## config.mk

```make
export PLATFORM = sky130hd
export DESIGN_NAME = keyed_table_set_get_delete_unit_flat
export DESIGN_NICKNAME = d
export VERILOG_FILES = /design/src/rtl/core/ktbl_pkg.sv /design/src/rtl/core/ktbl_req_if.sv /design/src/rtl/core/ktbl_rsp_if.sv /design/src/rtl/core/keyed_table_set_get_delete_unit.sv /design/src/rtl/core/ktbl_ram.sv /design/src/rtl/core/ktbl_ctrl.sv /design/src/flat_wrapper.sv
export SDC_FILE = /design/constraint.sdc
export NUM_CORES = 1
export LEC_CHECK = 0
export BUFFER_PORTS_ARGS = -buffer_cell sky130_fd_sc_hd__buf_2
export CAP_MARGIN = 20
export CORE_ASPECT_RATIO = 1.2
export CORE_MARGIN = 5
export CORE_UTILIZATION = 38
export CTS_CLUSTER_SIZE = 30
export DETAILED_ROUTE_END_ITERATION = 10
export PLACE_DENSITY = 0.62
export REMOVE_ABC_BUFFERS = 1
export SETUP_SLACK_MARGIN = 0.02
export SLEW_MARGIN = 5
export SYNTH_ARGS = -nofsm -noshare
export SYNTH_HDL_FRONTEND = slang
export SYNTH_HIERARCHICAL = 1
export SYNTH_SLANG_ARGS = --single-unit
```

## constraint.sdc

```tcl
create_clock -name clk -period 8.33 [get_ports clk]
set_clock_uncertainty 0.1 [all_clocks]
set_input_delay 0.833 -clock clk [delete_from_list [all_inputs] [get_ports clk]]
set_output_delay 0.833 -clock clk [all_outputs]
set_load 0.01 [all_outputs]
```

## src/rtl/core/ktbl_pkg.sv

```systemverilog
`timescale 1ns / 1ps
// ----------------------------------------------------------------------------
// ktbl_pkg
// Shared constants, codes and types of the keyed table unit.
// ----------------------------------------------------------------------------
package ktbl_pkg;

  // Number of table slots. Any value from 1 to 1024 works.
  localparam int ENTRIES = 16;
  localparam int IDX_W   = (ENTRIES > 1) ? $clog2(ENTRIES) : 1;

  localparam int OP_W    = 2;
  localparam int KEY_W   = 32;
  localparam int VALUE_W = 64;
  localparam int STAT_W  = 2;

  // Key memory word: valid flag on top of the key.
  localparam int KWORD_W = KEY_W + 1;

  typedef logic [OP_W-1:0]   op_code_t;
  typedef logic [STAT_W-1:0] stat_code_t;

  localparam op_code_t OP_SET    = 2'd0;
  localparam op_code_t OP_DELETE = 2'd1;
  localparam op_code_t OP_GET    = 2'd2;

  localparam stat_code_t STAT_OK        = 2'd0;
  localparam stat_code_t STAT_NOT_FOUND = 2'd1;
  localparam stat_code_t STAT_FULL      = 2'd2;

  typedef enum logic [2:0] {
    ST_CLEAR,
    ST_IDLE,
    ST_SCAN,
    ST_APPLY,
    ST_GETRD,
    ST_RESP
  } ktbl_state_t;

  typedef struct packed {
    op_code_t                  op;
    logic signed [KEY_W-1:0]   key;
    logic        [VALUE_W-1:0] value;
  } ktbl_req_t;

  typedef struct packed {
    stat_code_t         status;
    logic [VALUE_W-1:0] read_value;
  } ktbl_rsp_t;

  // Key memory access issued by the sequencer.
  typedef struct packed {
    logic             we;
    logic [IDX_W-1:0] waddr;
    logic             wvalid;
    logic [KEY_W-1:0] wkey;
    logic [IDX_W-1:0] raddr;
  } ktbl_kmem_req_t;

  // Value memory access issued by the sequencer.
  typedef struct packed {
    logic               we;
    logic [IDX_W-1:0]   waddr;
    logic [VALUE_W-1:0] wdata;
    logic [IDX_W-1:0]   raddr;
  } ktbl_vmem_req_t;

endpackage

```

## src/rtl/core/ktbl_req_if.sv

```systemverilog
`timescale 1ns / 1ps
// ----------------------------------------------------------------------------
// ktbl_req_if
// Request channel: valid/ready handshake carrying one request word.
// ----------------------------------------------------------------------------
interface ktbl_req_if;
  logic                               valid;
  logic                               ready;
  ktbl_pkg::op_code_t                 op;
  logic signed [ktbl_pkg::KEY_W-1:0]  key;
  logic [ktbl_pkg::VALUE_W-1:0]       value;

  modport source (output valid, output op, output key, output value, input ready);
  modport sink   (input valid, input op, input key, input value, output ready);
endinterface

```

## src/rtl/core/ktbl_rsp_if.sv

```systemverilog
`timescale 1ns / 1ps
// ----------------------------------------------------------------------------
// ktbl_rsp_if
// Response channel: valid/ready handshake carrying one result word.
// ----------------------------------------------------------------------------
interface ktbl_rsp_if;
  logic                           valid;
  logic                           ready;
  ktbl_pkg::stat_code_t           status;
  logic [ktbl_pkg::VALUE_W-1:0]   read_value;

  modport source (output valid, output status, output read_value, input ready);
  modport sink   (input valid, input status, input read_value, output ready);
endinterface

```

## src/rtl/core/keyed_table_set_get_delete_unit.sv

```systemverilog
`timescale 1ns / 1ps
// ----------------------------------------------------------------------------
// keyed_table_set_get_delete_unit
// Key/value table with set, delete and get requests, searched linearly.
// ----------------------------------------------------------------------------
// The unit holds up to ktbl_pkg::ENTRIES unique key/value pairs in two
// synchronous memories: one word per slot of {valid, key} and one 64-bit
// value word per slot. Each request word on req is answered by exactly one
// result word on rsp, in order. A request is taken in an idle cycle, then
// walks the key memory slot by slot, one read per cycle, noting the matching
// slot and the lowest free slot; the walk ends when the read of the last
// slot returns from the single registered read port of the key memory.
// Then the change is applied, a get that found its key reads the value
// memory, and the result is handed to the output register; no new request
// is taken before that hand-over. After reset the unit first clears the
// valid flags, one slot per cycle, and takes no request during that pass.
// The output register lets the next request be taken while a result still
// waits on rsp. Status is 0 for success, 1 for a missing key on delete or
// get, 2 for a set into a full table; read_value is the found value for a
// successful get and zero otherwise. Op code three does nothing and reports
// success.
module keyed_table_set_get_delete_unit (
  input  logic       clk,
  input  logic       rst,
  ktbl_req_if.sink   req,
  ktbl_rsp_if.source rsp
);

  ktbl_pkg::ktbl_req_t        req_word;
  ktbl_pkg::ktbl_rsp_t        ctrl_rsp;
  logic                       ctrl_rsp_valid;
  logic                       ctrl_rsp_ready;
  ktbl_pkg::ktbl_kmem_req_t   kmem;
  ktbl_pkg::ktbl_vmem_req_t   vmem;
  logic [ktbl_pkg::KWORD_W-1:0] kmem_rdata;
  logic [ktbl_pkg::VALUE_W-1:0] vmem_rdata;

  // Output register state.
  logic                       out_valid;
  ktbl_pkg::ktbl_rsp_t        out_word;

  assign req_word.op    = req.op;
  assign req_word.key   = req.key;
  assign req_word.value = req.value;

  // The sequencer may hand over a result whenever the output register is
  // empty or is being emptied in this same cycle.
  assign ctrl_rsp_ready = !out_valid || rsp.ready;

  ktbl_ctrl u_ctrl (
    .clk        (clk),
    .rst        (rst),
    .req_valid  (req.valid),
    .req_ready  (req.ready),
    .req        (req_word),
    .rsp_valid  (ctrl_rsp_valid),
    .rsp_ready  (ctrl_rsp_ready),
    .rsp        (ctrl_rsp),
    .kmem       (kmem),
    .kmem_rdata (kmem_rdata),
    .vmem       (vmem),
    .vmem_rdata (vmem_rdata)
  );

  // Key memory: valid flag and key of each slot.
  ktbl_ram #(
    .WIDTH (ktbl_pkg::KWORD_W),
    .DEPTH (ktbl_pkg::ENTRIES)
  ) u_key_ram (
    .clk   (clk),
    .we    (kmem.we),
    .waddr (kmem.waddr),
    .wdata ({kmem.wvalid, kmem.wkey}),
    .raddr (kmem.raddr),
    .rdata (kmem_rdata)
  );

  // Value memory: its read data is used only for a get whose key was found.
  ktbl_ram #(
    .WIDTH (ktbl_pkg::VALUE_W),
    .DEPTH (ktbl_pkg::ENTRIES)
  ) u_value_ram (
    .clk   (clk),
    .we    (vmem.we),
    .waddr (vmem.waddr),
    .wdata (vmem.wdata),
    .raddr (vmem.raddr),
    .rdata (vmem_rdata)
  );

  // Output register between the sequencer and the response channel.
  always_ff @(posedge clk) begin
    if (rst) begin
      out_valid <= 1'b0;
    end else if (ctrl_rsp_valid && ctrl_rsp_ready) begin
      out_valid <= 1'b1;
    end else if (rsp.ready) begin
      out_valid <= 1'b0;
    end
  end

  always_ff @(posedge clk) begin
    if (ctrl_rsp_valid && ctrl_rsp_ready) begin
      out_word <= ctrl_rsp;
    end
  end

  assign rsp.valid      = out_valid;
  assign rsp.status     = out_word.status;
  assign rsp.read_value = out_word.read_value;

endmodule

```

## src/rtl/core/ktbl_ram.sv

```systemverilog
`timescale 1ns / 1ps
// ----------------------------------------------------------------------------
// ktbl_ram
// Simple dual-port synchronous RAM: one write port, one registered read port.
// ----------------------------------------------------------------------------
module ktbl_ram #(
  parameter int WIDTH = 8,
  parameter int DEPTH = 16,
  localparam int AW   = (DEPTH > 1) ? $clog2(DEPTH) : 1
) (
  input  logic             clk,
  input  logic             we,
  input  logic [AW-1:0]    waddr,
  input  logic [WIDTH-1:0] wdata,
  input  logic [AW-1:0]    raddr,
  output logic [WIDTH-1:0] rdata
);

  logic [WIDTH-1:0] mem [DEPTH];

  always_ff @(posedge clk) begin
    if (we) begin
      mem[waddr] <= wdata;
    end
  end

  always_ff @(posedge clk) begin
    rdata <= mem[raddr];
  end

endmodule

```

## src/rtl/core/ktbl_ctrl.sv

```systemverilog
`timescale 1ns / 1ps
// ----------------------------------------------------------------------------
// ktbl_ctrl
// Request sequencer: clears the key memory after reset, scans it for a key
// match and a free slot, then applies the request and builds the result.
// ----------------------------------------------------------------------------
module ktbl_ctrl (
  input  logic                             clk,
  input  logic                             rst,
  input  logic                             req_valid,
  output logic                             req_ready,
  input  ktbl_pkg::ktbl_req_t              req,
  output logic                             rsp_valid,
  input  logic                             rsp_ready,
  output ktbl_pkg::ktbl_rsp_t              rsp,
  output ktbl_pkg::ktbl_kmem_req_t         kmem,
  input  logic [ktbl_pkg::KWORD_W-1:0]     kmem_rdata,
  output ktbl_pkg::ktbl_vmem_req_t         vmem,
  input  logic [ktbl_pkg::VALUE_W-1:0]     vmem_rdata
);

  localparam logic [ktbl_pkg::IDX_W-1:0] LAST = ktbl_pkg::IDX_W'(ktbl_pkg::ENTRIES - 1);

  ktbl_pkg::ktbl_state_t state, state_next;

  ktbl_pkg::ktbl_req_t          cur;
  logic [ktbl_pkg::IDX_W-1:0]   ptr;
  logic                         issue_done;
  logic                         rd_live;
  logic [ktbl_pkg::IDX_W-1:0]   rd_idx;
  logic                         found;
  logic [ktbl_pkg::IDX_W-1:0]   hit_idx;
  logic                         have_free;
  logic [ktbl_pkg::IDX_W-1:0]   free_idx;
  ktbl_pkg::ktbl_rsp_t          res;

  logic                         rd_valid;
  logic [ktbl_pkg::KEY_W-1:0]   rd_key;

  assign rd_valid = kmem_rdata[ktbl_pkg::KEY_W];
  assign rd_key   = kmem_rdata[ktbl_pkg::KEY_W-1:0];

  // Next state.
  always_comb begin
    state_next = state;
    case (state)
      ktbl_pkg::ST_CLEAR: begin
        if (ptr == LAST) begin
          state_next = ktbl_pkg::ST_IDLE;
        end
      end
      ktbl_pkg::ST_IDLE: begin
        if (req_valid) begin
          state_next = ktbl_pkg::ST_SCAN;
        end
      end
      ktbl_pkg::ST_SCAN: begin
        if (rd_live && rd_idx == LAST) begin
          state_next = ktbl_pkg::ST_APPLY;
        end
      end
      ktbl_pkg::ST_APPLY: begin
        if (cur.op == ktbl_pkg::OP_GET && found) begin
          state_next = ktbl_pkg::ST_GETRD;
        end else begin
          state_next = ktbl_pkg::ST_RESP;
        end
      end
      ktbl_pkg::ST_GETRD: begin
        state_next = ktbl_pkg::ST_RESP;
      end
      ktbl_pkg::ST_RESP: begin
        if (rsp_ready) begin
          state_next = ktbl_pkg::ST_IDLE;
        end
      end
      default: begin
        state_next = ktbl_pkg::ST_IDLE;
      end
    endcase
  end

  // Outputs: handshakes and memory accesses.
  always_comb begin
    req_ready   = 1'b0;
    rsp_valid   = 1'b0;
    rsp         = res;
    kmem.we     = 1'b0;
    kmem.waddr  = ptr;
    kmem.wvalid = 1'b0;
    kmem.wkey   = $unsigned(cur.key);
    kmem.raddr  = ptr;
    vmem.we     = 1'b0;
    vmem.waddr  = hit_idx;
    vmem.wdata  = cur.value;
    vmem.raddr  = hit_idx;
    case (state)
      ktbl_pkg::ST_CLEAR: begin
        kmem.we = 1'b1;
      end
      ktbl_pkg::ST_IDLE: begin
        req_ready = 1'b1;
      end
      ktbl_pkg::ST_APPLY: begin
        case (cur.op)
          ktbl_pkg::OP_SET: begin
            if (found) begin
              vmem.we = 1'b1;
            end else if (have_free) begin
              kmem.we     = 1'b1;
              kmem.waddr  = free_idx;
              kmem.wvalid = 1'b1;
              vmem.we     = 1'b1;
              vmem.waddr  = free_idx;
            end
          end
          ktbl_pkg::OP_DELETE: begin
            if (found) begin
              kmem.we    = 1'b1;
              kmem.waddr = hit_idx;
            end
          end
          default: ;
        endcase
      end
      ktbl_pkg::ST_RESP: begin
        rsp_valid = 1'b1;
      end
      default: ;
    endcase
  end

  always_ff @(posedge clk) begin
    if (rst) begin
      state <= ktbl_pkg::ST_CLEAR;
      ptr   <= '0;
    end else begin
      state <= state_next;
      if (state == ktbl_pkg::ST_CLEAR || (state == ktbl_pkg::ST_SCAN && !issue_done)) begin
        ptr <= ptr + 1'b1;
      end else if (state == ktbl_pkg::ST_IDLE) begin
        ptr <= '0;
      end
    end
  end

  // Scan bookkeeping and result build-up.
  always_ff @(posedge clk) begin
    case (state)
      ktbl_pkg::ST_IDLE: begin
        cur        <= req;
        issue_done <= 1'b0;
        rd_live    <= 1'b0;
        found      <= 1'b0;
        have_free  <= 1'b0;
      end
      ktbl_pkg::ST_SCAN: begin
        rd_live <= !issue_done;
        rd_idx  <= ptr;
        if (ptr == LAST) begin
          issue_done <= 1'b1;
        end
        if (rd_live) begin
          if (rd_valid && rd_key == $unsigned(cur.key) && !found) begin
            found   <= 1'b1;
            hit_idx <= rd_idx;
          end
          if (!rd_valid && !have_free) begin
            have_free <= 1'b1;
            free_idx  <= rd_idx;
          end
        end
      end
      ktbl_pkg::ST_APPLY: begin
        res.read_value <= '0;
        case (cur.op)
          ktbl_pkg::OP_SET: begin
            res.status <= (!found && !have_free) ? ktbl_pkg::STAT_FULL : ktbl_pkg::STAT_OK;
          end
          ktbl_pkg::OP_DELETE, ktbl_pkg::OP_GET: begin
            res.status <= found ? ktbl_pkg::STAT_OK : ktbl_pkg::STAT_NOT_FOUND;
          end
          default: begin
            res.status <= ktbl_pkg::STAT_OK;
          end
        endcase
      end
      ktbl_pkg::ST_GETRD: begin
        res.read_value <= vmem_rdata;
      end
      default: ;
    endcase
  end

endmodule

```

## src/flat_wrapper.sv

```systemverilog
// flat-port wrapper written by rule: the top's interface ports become plain ports
module keyed_table_set_get_delete_unit_flat 
  (clk, rst, req_valid, req_op, req_key, req_value, req_ready, rsp_valid, rsp_status, rsp_read_value, rsp_ready);
  ktbl_req_if req_i ();
  ktbl_rsp_if rsp_i ();
  input  logic clk;
  input  logic rst;
  input wire logic [$bits(req_i.valid)-1:0] req_valid;
  input wire logic [$bits(req_i.op)-1:0] req_op;
  input wire logic [$bits(req_i.key)-1:0] req_key;
  input wire logic [$bits(req_i.value)-1:0] req_value;
  output wire logic [$bits(req_i.ready)-1:0] req_ready;
  output wire logic [$bits(rsp_i.valid)-1:0] rsp_valid;
  output wire logic [$bits(rsp_i.status)-1:0] rsp_status;
  output wire logic [$bits(rsp_i.read_value)-1:0] rsp_read_value;
  input wire logic [$bits(rsp_i.ready)-1:0] rsp_ready;
  assign req_i.valid = req_valid;
  assign req_i.op = req_op;
  assign req_i.key = req_key;
  assign req_i.value = req_value;
  assign req_ready = req_i.ready;
  assign rsp_valid = rsp_i.valid;
  assign rsp_status = rsp_i.status;
  assign rsp_read_value = rsp_i.read_value;
  assign rsp_i.ready = rsp_ready;
  keyed_table_set_get_delete_unit u_core (.clk(clk), .rst(rst), .req(req_i), .rsp(rsp_i));
endmodule
```

==> results of run 1 <==
-- power breakdown --
part           leakage, nW  total, mW  internal (mW)  switching [mW]
sequential            17.1       10.4           10.4          0.0392
combinational         4.91      0.368          0.173           0.195
clock                 2.90       8.19           4.67            3.52
total                 24.9       19.0           15.2            3.76
-- cell type report --
| cell class | instances | area share, % |
|---|---|---|
| Antenna cell | 2 | 0.00633 |
| Clock buffer | 255 | 6.43 |
| Clock inverter | 91 | 1.13 |
| Inverter | 9 | 0.0491 |
| Multi-Input combinational cell | 927 | 15.8 |
| Sequential cell | 1903 | 71.0 |
| Tap cell | 2436 | 3.85 |
| Timing Repair Buffer | 226 | 1.76 |
-- sequential cells by signal, indices dropped and copies added (netlist names) --
register,cells
u_core/rsp.status,2
u_core/u_value_ram/rdata,64
u_core/u_ctrl/rd_idx,4
u_core/u_ctrl/state,3
u_core/u_ctrl/kmem,32
u_core/u_ctrl/found,1
u_core/u_ctrl/rsp,66
u_core/u_ctrl/vmem,64
u_core/u_key_ram/rdata,33
u_core/u_ctrl/free_idx,4
u_core/u_ctrl/rd_live,1
u_core/rsp.valid,1
u_core/rsp.read_value,64
u_core/u_key_ram/mem,528
u_core/u_ctrl/cur,2
u_core/u_ctrl/have_free,1
u_core/u_ctrl/issue_done,1
u_core/u_ctrl/hit_idx,4
u_core/u_ctrl/ptr,4
u_core/u_value_ram/mem,1024
-- metrics by stage --
step           TNS [ps]  area, um2  std cells  hold slack, ps
6_report              0      79100       5849            97.1
3_5_place_dp          0      73000       5499             305
4_1_cts               0      79000       5845            21.2
5_1_grt               0      79100       5847            47.3
2_1_floorplan  -7173670      68400       2839             300
3_3_place_gp          0      73000       5497             302
-- cells in the mapped netlist, types with 7 or more instances --
| master | number |
|---|---|
| a22oi_1 | 195 |
| and2_1 | 68 |
| buf_1 | 22 |
| buf_2 | 25 |
| buf_4 | 103 |
| buf_6 | 15 |
| clkbuf_1 | 63 |
| dfxtp_1 | 105 |
| edfxtp_1 | 1798 |
| inv_1 | 8 |
| mux4_1 | 19 |
| mux4_2 | 369 |
| nand2_1 | 110 |
| nand2b_1 | 7 |
| nor2_1 | 35 |
| nor2b_1 | 7 |
| nor3_1 | 12 |
| o21ai_0 | 9 |
| xor2_1 | 28 |
-- worst paths after layout --
| path | startpoint | endpoint | slack [ps] |
|---|---|---|---|
| hold reg to reg | u_core/u_ctrl/rsp[55]$_SDFFCE_PN0P_ | u_core/rsp.read_value[55]$_DFFE_PP_ | 310 |
| hold / removal | req_value[7] | u_core/u_ctrl/vmem[11]$_DFFE_PP_ | 100 |
| setup reg to reg | u_core/u_ctrl/cur[96]$_DFFE_PP_ | u_core/u_value_ram/mem[0][5]$_DFFE_PP_ | 3600 |
| setup / recovery | u_core/u_ctrl/cur[96]$_DFFE_PP_ | u_core/u_value_ram/mem[0][5]$_DFFE_PP_ | 3600 |
-- cells by family (layout without fill, tap and decap cells) --
| group | after synthesis | after routing | share of synthesized area [%] |
|---|---|---|---|
| compound gates | 225 | 225 | 2.37 |
| xor+xnor | 29 | 29 | 0.363 |
| fa+ha+maj | 5 | 5 | 0.0895 |
| buf+inv | 245 | 581 | 2.25 |
| flops | 1903 | 1903 | 80.3 |
| mux | 393 | 393 | 12.7 |
| other cells | 0 | 2 | 0 |
| simple gates | 275 | 275 | 1.99 |
-- per-layer routing --
layer | GRT usage (%) | share of wire [%] | vias up
li1 | - | - | 13100
met1 | 22.3 | 43 | 16600
met2 | 25.2 | 49 | 976
met3 | 2.72 | 6.1 | 199
met4 | 3.62 | 1.8 | 4
met5 | 0 | 0.016 | -
==> metrics.yaml, run 1 <==
synthesis:
  synth_ff_type: "edfxtp_1"
  yosysTopAreaCellShare_pct: 77.2
  syn_avg_cell_area_um2: 22.7
  synth.distinct_cells: 52
  ys_ff_latch: 1903
  synth_edf_count: 1798
  async_flop_share_pct: 0
  yosysSeqAreaShare_pct: 80.3
  synth_area_leaders: "edfxtp_1, mux4_2, dfxtp_1, a22oi_1, buf_4"
  yosysWarningCount: 6
  syn_area_um2: 69900
  synth_top_area_cell: "edfxtp_1"
  synthCells: 3075
die:
  core_um2: 183000
  die_h_um: 480
  start_util_pct: 38.2
  die_w_um: 402
  ios: 170
  num_rows: 172
  dieArea_um2: 193000
job:
  maxCapViolations: 0
setup_path:
  r2r_cells: 8
  path_depth: 8
  worstSetupEndpointType: "flip-flop"
  slowest_delay_ps: 850
  cpMaxStageDelayCell: "buf_4"
  crit_required_ps: 8610
  crit_fanout: 57
  crit_type: "flip-flop to flip-flop"
  cp_top_family: "simple AND/OR/NAND/NOR gates"
  path_cells: "inv_1 > ha_1 > nand2_1 > nor3_4 > mux2_2 > or3b_2 > nor3_2 > buf_4"
  path_buf_inv: 2
  arrival_ps: 5010
  start_kind: "flip-flop"
worst_hold_path:
  hp-class: "input pin to flip-flop"
  hold_depth: 1
finish:
  area_growth_syn_to_layout_pct: 13.1
  mostFrequentLayoutCell: "edfxtp_1"
  nets: 3360
  multi_input_area_um2: 12500
  regArea_um2: 56100
  layout-drive-gt1-share_pct: 26.6
  n_fill_cell: 15600
  layout_common_cells: "edfxtp_1, mux4_2, a22oi_1, clkbuf_16, buf_2"
  final_core_util_pct: 43.2
cts:
  cts_buffer_depth: 3
  postCtsSetupBuffers: 0
  ctsResizeCount: 0
  cts_tree: "yes"
  clockRootBuffer: "clkbuf_16"
  ctsHtreeMaxLevel: 4
  cts.clk_slew.worst_paths_ps: 60
  hold_buffers: 0
  cts_buffers: 186
  cts_sinks: 1903
  clk_latency_ps: 810
sta:
  worstMarginPinSlew_ps: 1120
  setup_viol: 0
  worst_slack_ps: 3600
  slew_headroom_pct: 25.2
  slew_violations: 0
  period_share_pct: 56.7
  min_period_ps: 4730
  hold_viol: 0
  fmax_ghz: 0.212
  rsz0062_at_grt: "no"
power:
  cellPowerDensity_nw_per_um2: 240
  fin_total_pwr_mw: 19.0
  vdd.ir_drop.worst_mv: 0.198
  power_leakage_nw: 24.9
detailed_routing:
  drcViolationCount: 0
  drt_iter0_markers: 3073
  viasPerCell: 5.27
  wl_per_cell_um: 25.9
  drt_wl_total_mm: 152
  vias: 30800
  dr.pass1.iters: 6
  ant_nets: 0
placed_design:
  gp_congestion: 0.746
  dp_hpwl_mm: 83.1
  dp_slack_ps: 3680
  port_buffers: 169
status:
  status: "finished clean"
global_routing:
  gr-usage-all-layers_pct: 15.6
  grt_pass1_wl_mm: 223
  antenna_found_initial: 13
  overflow: 0
  grt_pass1_vias: 32000
  grt_max_degree: 129
No activity file was read; power rests on OpenSTA's default activity.
==> inputs of run 2 (changes only) <==
PLACE_DENSITY = 0.64   (was 0.62)
clock period = 4.1 ns   (was 8.33 ns; I/O delays follow)
==> run 2 against run 1 <==
Compared with the run above: utilization increased by 1.0 points; clock-buffer cell count fell by 24; largest cell class unchanged; highest routed layer unchanged; total power up 110%; critical path depth rose by 1; hold slack better by 98 ps; clock power is 110% higher; non-clock buffer count grew 132; cell area up 2.4%; sequential power increased by 100%; largest power group unchanged.
==> metrics.yaml, run 2 (synthesized netlist as in run 1, its figures left out) <==
status:
  status: "finished clean"
cts:
  clockRootBuffer: "clkbuf_16"
  cts_buffers: 182  # -2.2%
  cts_sinks: 1903  # unchanged
  cts_buffer_depth: 3  # unchanged
  ctsHtreeMaxLevel: 4  # unchanged
  clk_latency_ps: 810  # about the same
  ctsResizeCount: 0  # unchanged
  hold_buffers: 101  # +101
  postCtsSetupBuffers: 0  # unchanged
  cts.clk_slew.worst_paths_ps: 60  # about the same
  cts_tree: "yes"
die:
  num_rows: 172  # unchanged
  die_h_um: 480  # unchanged
  start_util_pct: 38.2  # unchanged
  core_um2: 183000  # unchanged
  dieArea_um2: 193000  # unchanged
  ios: 170  # unchanged
  die_w_um: 402  # unchanged
sta:
  period_share_pct: 87.4  # +31 points
  setup_viol: 0  # unchanged
  hold_viol: 0  # unchanged
  rsz0062_at_grt: "no"
  slew_headroom_pct: 31.3  # +6.0 points
  slew_violations: 0  # unchanged
  fin_setup_tns_ps: 0  # unchanged
  worstMarginPinSlew_ps: 1030  # -88.0 ps
  min_period_ps: 3580  # -1140 ps
  fmax_ghz: 0.279  # +32%
  worst_slack_ps: 516  # -3090 ps
setup_path:
  crit_start: "u_core/u_ctrl/cur[97]$_DFFE_PP_"
  crit_type: "flip-flop to flip-flop"
  worstSetupEndpointType: "flip-flop"
  crit_fanout: 29  # -49%
  r2r-start: "u_core/u_ctrl/cur[97]$_DFFE_PP_"
  crit_required_ps: 4450  # -4160 ps
  arrival_ps: 3930  # -1080 ps
  start_kind: "flip-flop"
placed_design:
  gp_congestion: 0.761  # +1.9%
  placed_cells: 5531  # +0.58%
  placed_area_um2: 73700  # +0.90%
  port_buffers: 169  # unchanged
  dp_slack_ps: 544  # -3130 ps
  dp_hpwl_mm: 79.2  # -4.6%
finish:
  regArea_um2: 56100  # unchanged
  mostFrequentLayoutCell: "edfxtp_1"
  nets: 3488  # +3.8%
  multi_input_area_um2: 12500  # about the same
  layout_common_cells: "edfxtp_1, mux4_2, a22oi_1, clkbuf_16, buf_2"
  fin_area_um2: 80900  # +2.4%
  layout-drive-gt1-share_pct: 27.4  # +0.79 points
  fin_cells: 5978  # +2.2%
  final_core_util_pct: 44.2  # +1.0 points
  n_fill_cell: 15300  # -2.0%
  area_growth_syn_to_layout_pct: 15.8
  top_register: "u_core/u_value_ram/mem"
  largest_reg_flops: 1024  # unchanged
detailed_routing:
  dr.pass1.iters: 5  # -1
  drcViolationCount: 0  # unchanged
  wl_per_cell_um: 24.6  # -4.9%
  top_layer_used: "met5"
  vias: 31300  # +1.6%
  viasPerCell: 5.24  # -0.57%
  route.met3.wl_mm: 10.8  # +17%
  wl_met1_mm: 61.8  # -5.7%
  dr_wl_met2_mm: 72.1  # -2.5%
  drt_iter0_markers: 2874  # -6.5%
  ant_nets: 0  # unchanged
  drt_wl_total_mm: 147  # -2.8%
job:
  maxCapViolations: 0  # unchanged
worst_hold_path:
  hp-class: "input pin to flip-flop"
  hold_start: "req_value[10]"
power:
  vdd.ir_drop.worst_mv: 0.409  # +110%
  cellPowerDensity_nw_per_um2: 483  # +100%
  power_leakage_nw: 25.7  # +3.3%
global_routing:
  antenna_found_initial: 11  # -2
  gr-usage-all-layers_pct: 15.1  # -0.46 points
  grt_pass1_vias: 32400  # +1.2%
  overflow: 0  # unchanged
  grt_max_degree: 138  # +7.0%
  grt_pass1_wl_mm: 218  # -2.1%
## run 2: worst paths after layout
| check | end | slack [ps] | cells after the start |
|---|---|---|---|
| worst min register to register | u_core/rsp.read_value[33]$_DFFE_PP_ | 290 | 0 |
| worst max-delay path | u_core/u_key_ram/mem[7][12]$_DFFE_PP_ | 520 | 9 |
| worst min-delay path | u_core/u_ctrl/vmem[14]$_DFFE_PP_ | 190 | 2 |
| worst max register to register | u_core/u_key_ram/mem[7][12]$_DFFE_PP_ | 520 | 9 |
## run 2: per-stage QoR
step,hold slack (ps),total power [mW]
floorplan,300,22.2
global placement,300,22.4
detailed placement,305,22.4
CTS,120,39.5
global route,153,40.4
finish,195,39.1
## run 2: layout make-up
cell class                      count  area share [%]
Sequential cell                  1903            69.3
Multi-Input combinational cell    927            15.5
Clock buffer                      231            6.07
Tap cell                         2436            3.77
Timing Repair Buffer              358            3.74
Clock inverter                    111            1.60
Inverter                            9          0.0479
Antenna cell                        3         0.00928
## run 2: per-layer routing
metal,global-route usage (%),vias to the layer above
met1,21.1,16600
met3,3.23,187
met4,3.58,2
met5,0,-
met2,24.5,1177
li1,-,13300
## run 2: worst max-delay path: stages (launching register included)
cell	delay (ps)
edfxtp_1	420
inv_1	110
ha_1	210
nand2_1	190
nor3b_1	270
a31oi_1	70
o21ai_0	780
nand2_1	450
nor2_4	330
buf_12	290
## run 2: power breakdown
part	switching (mW)	leakage (nW)	total (mW)	internal, mW
clock network	7.23	3.03	17.1	9.84
logic	0.432	5.58	0.862	0.429
registers	0.0619	17.1	21.2	21.1
total	7.73	25.7	39.1	31.4
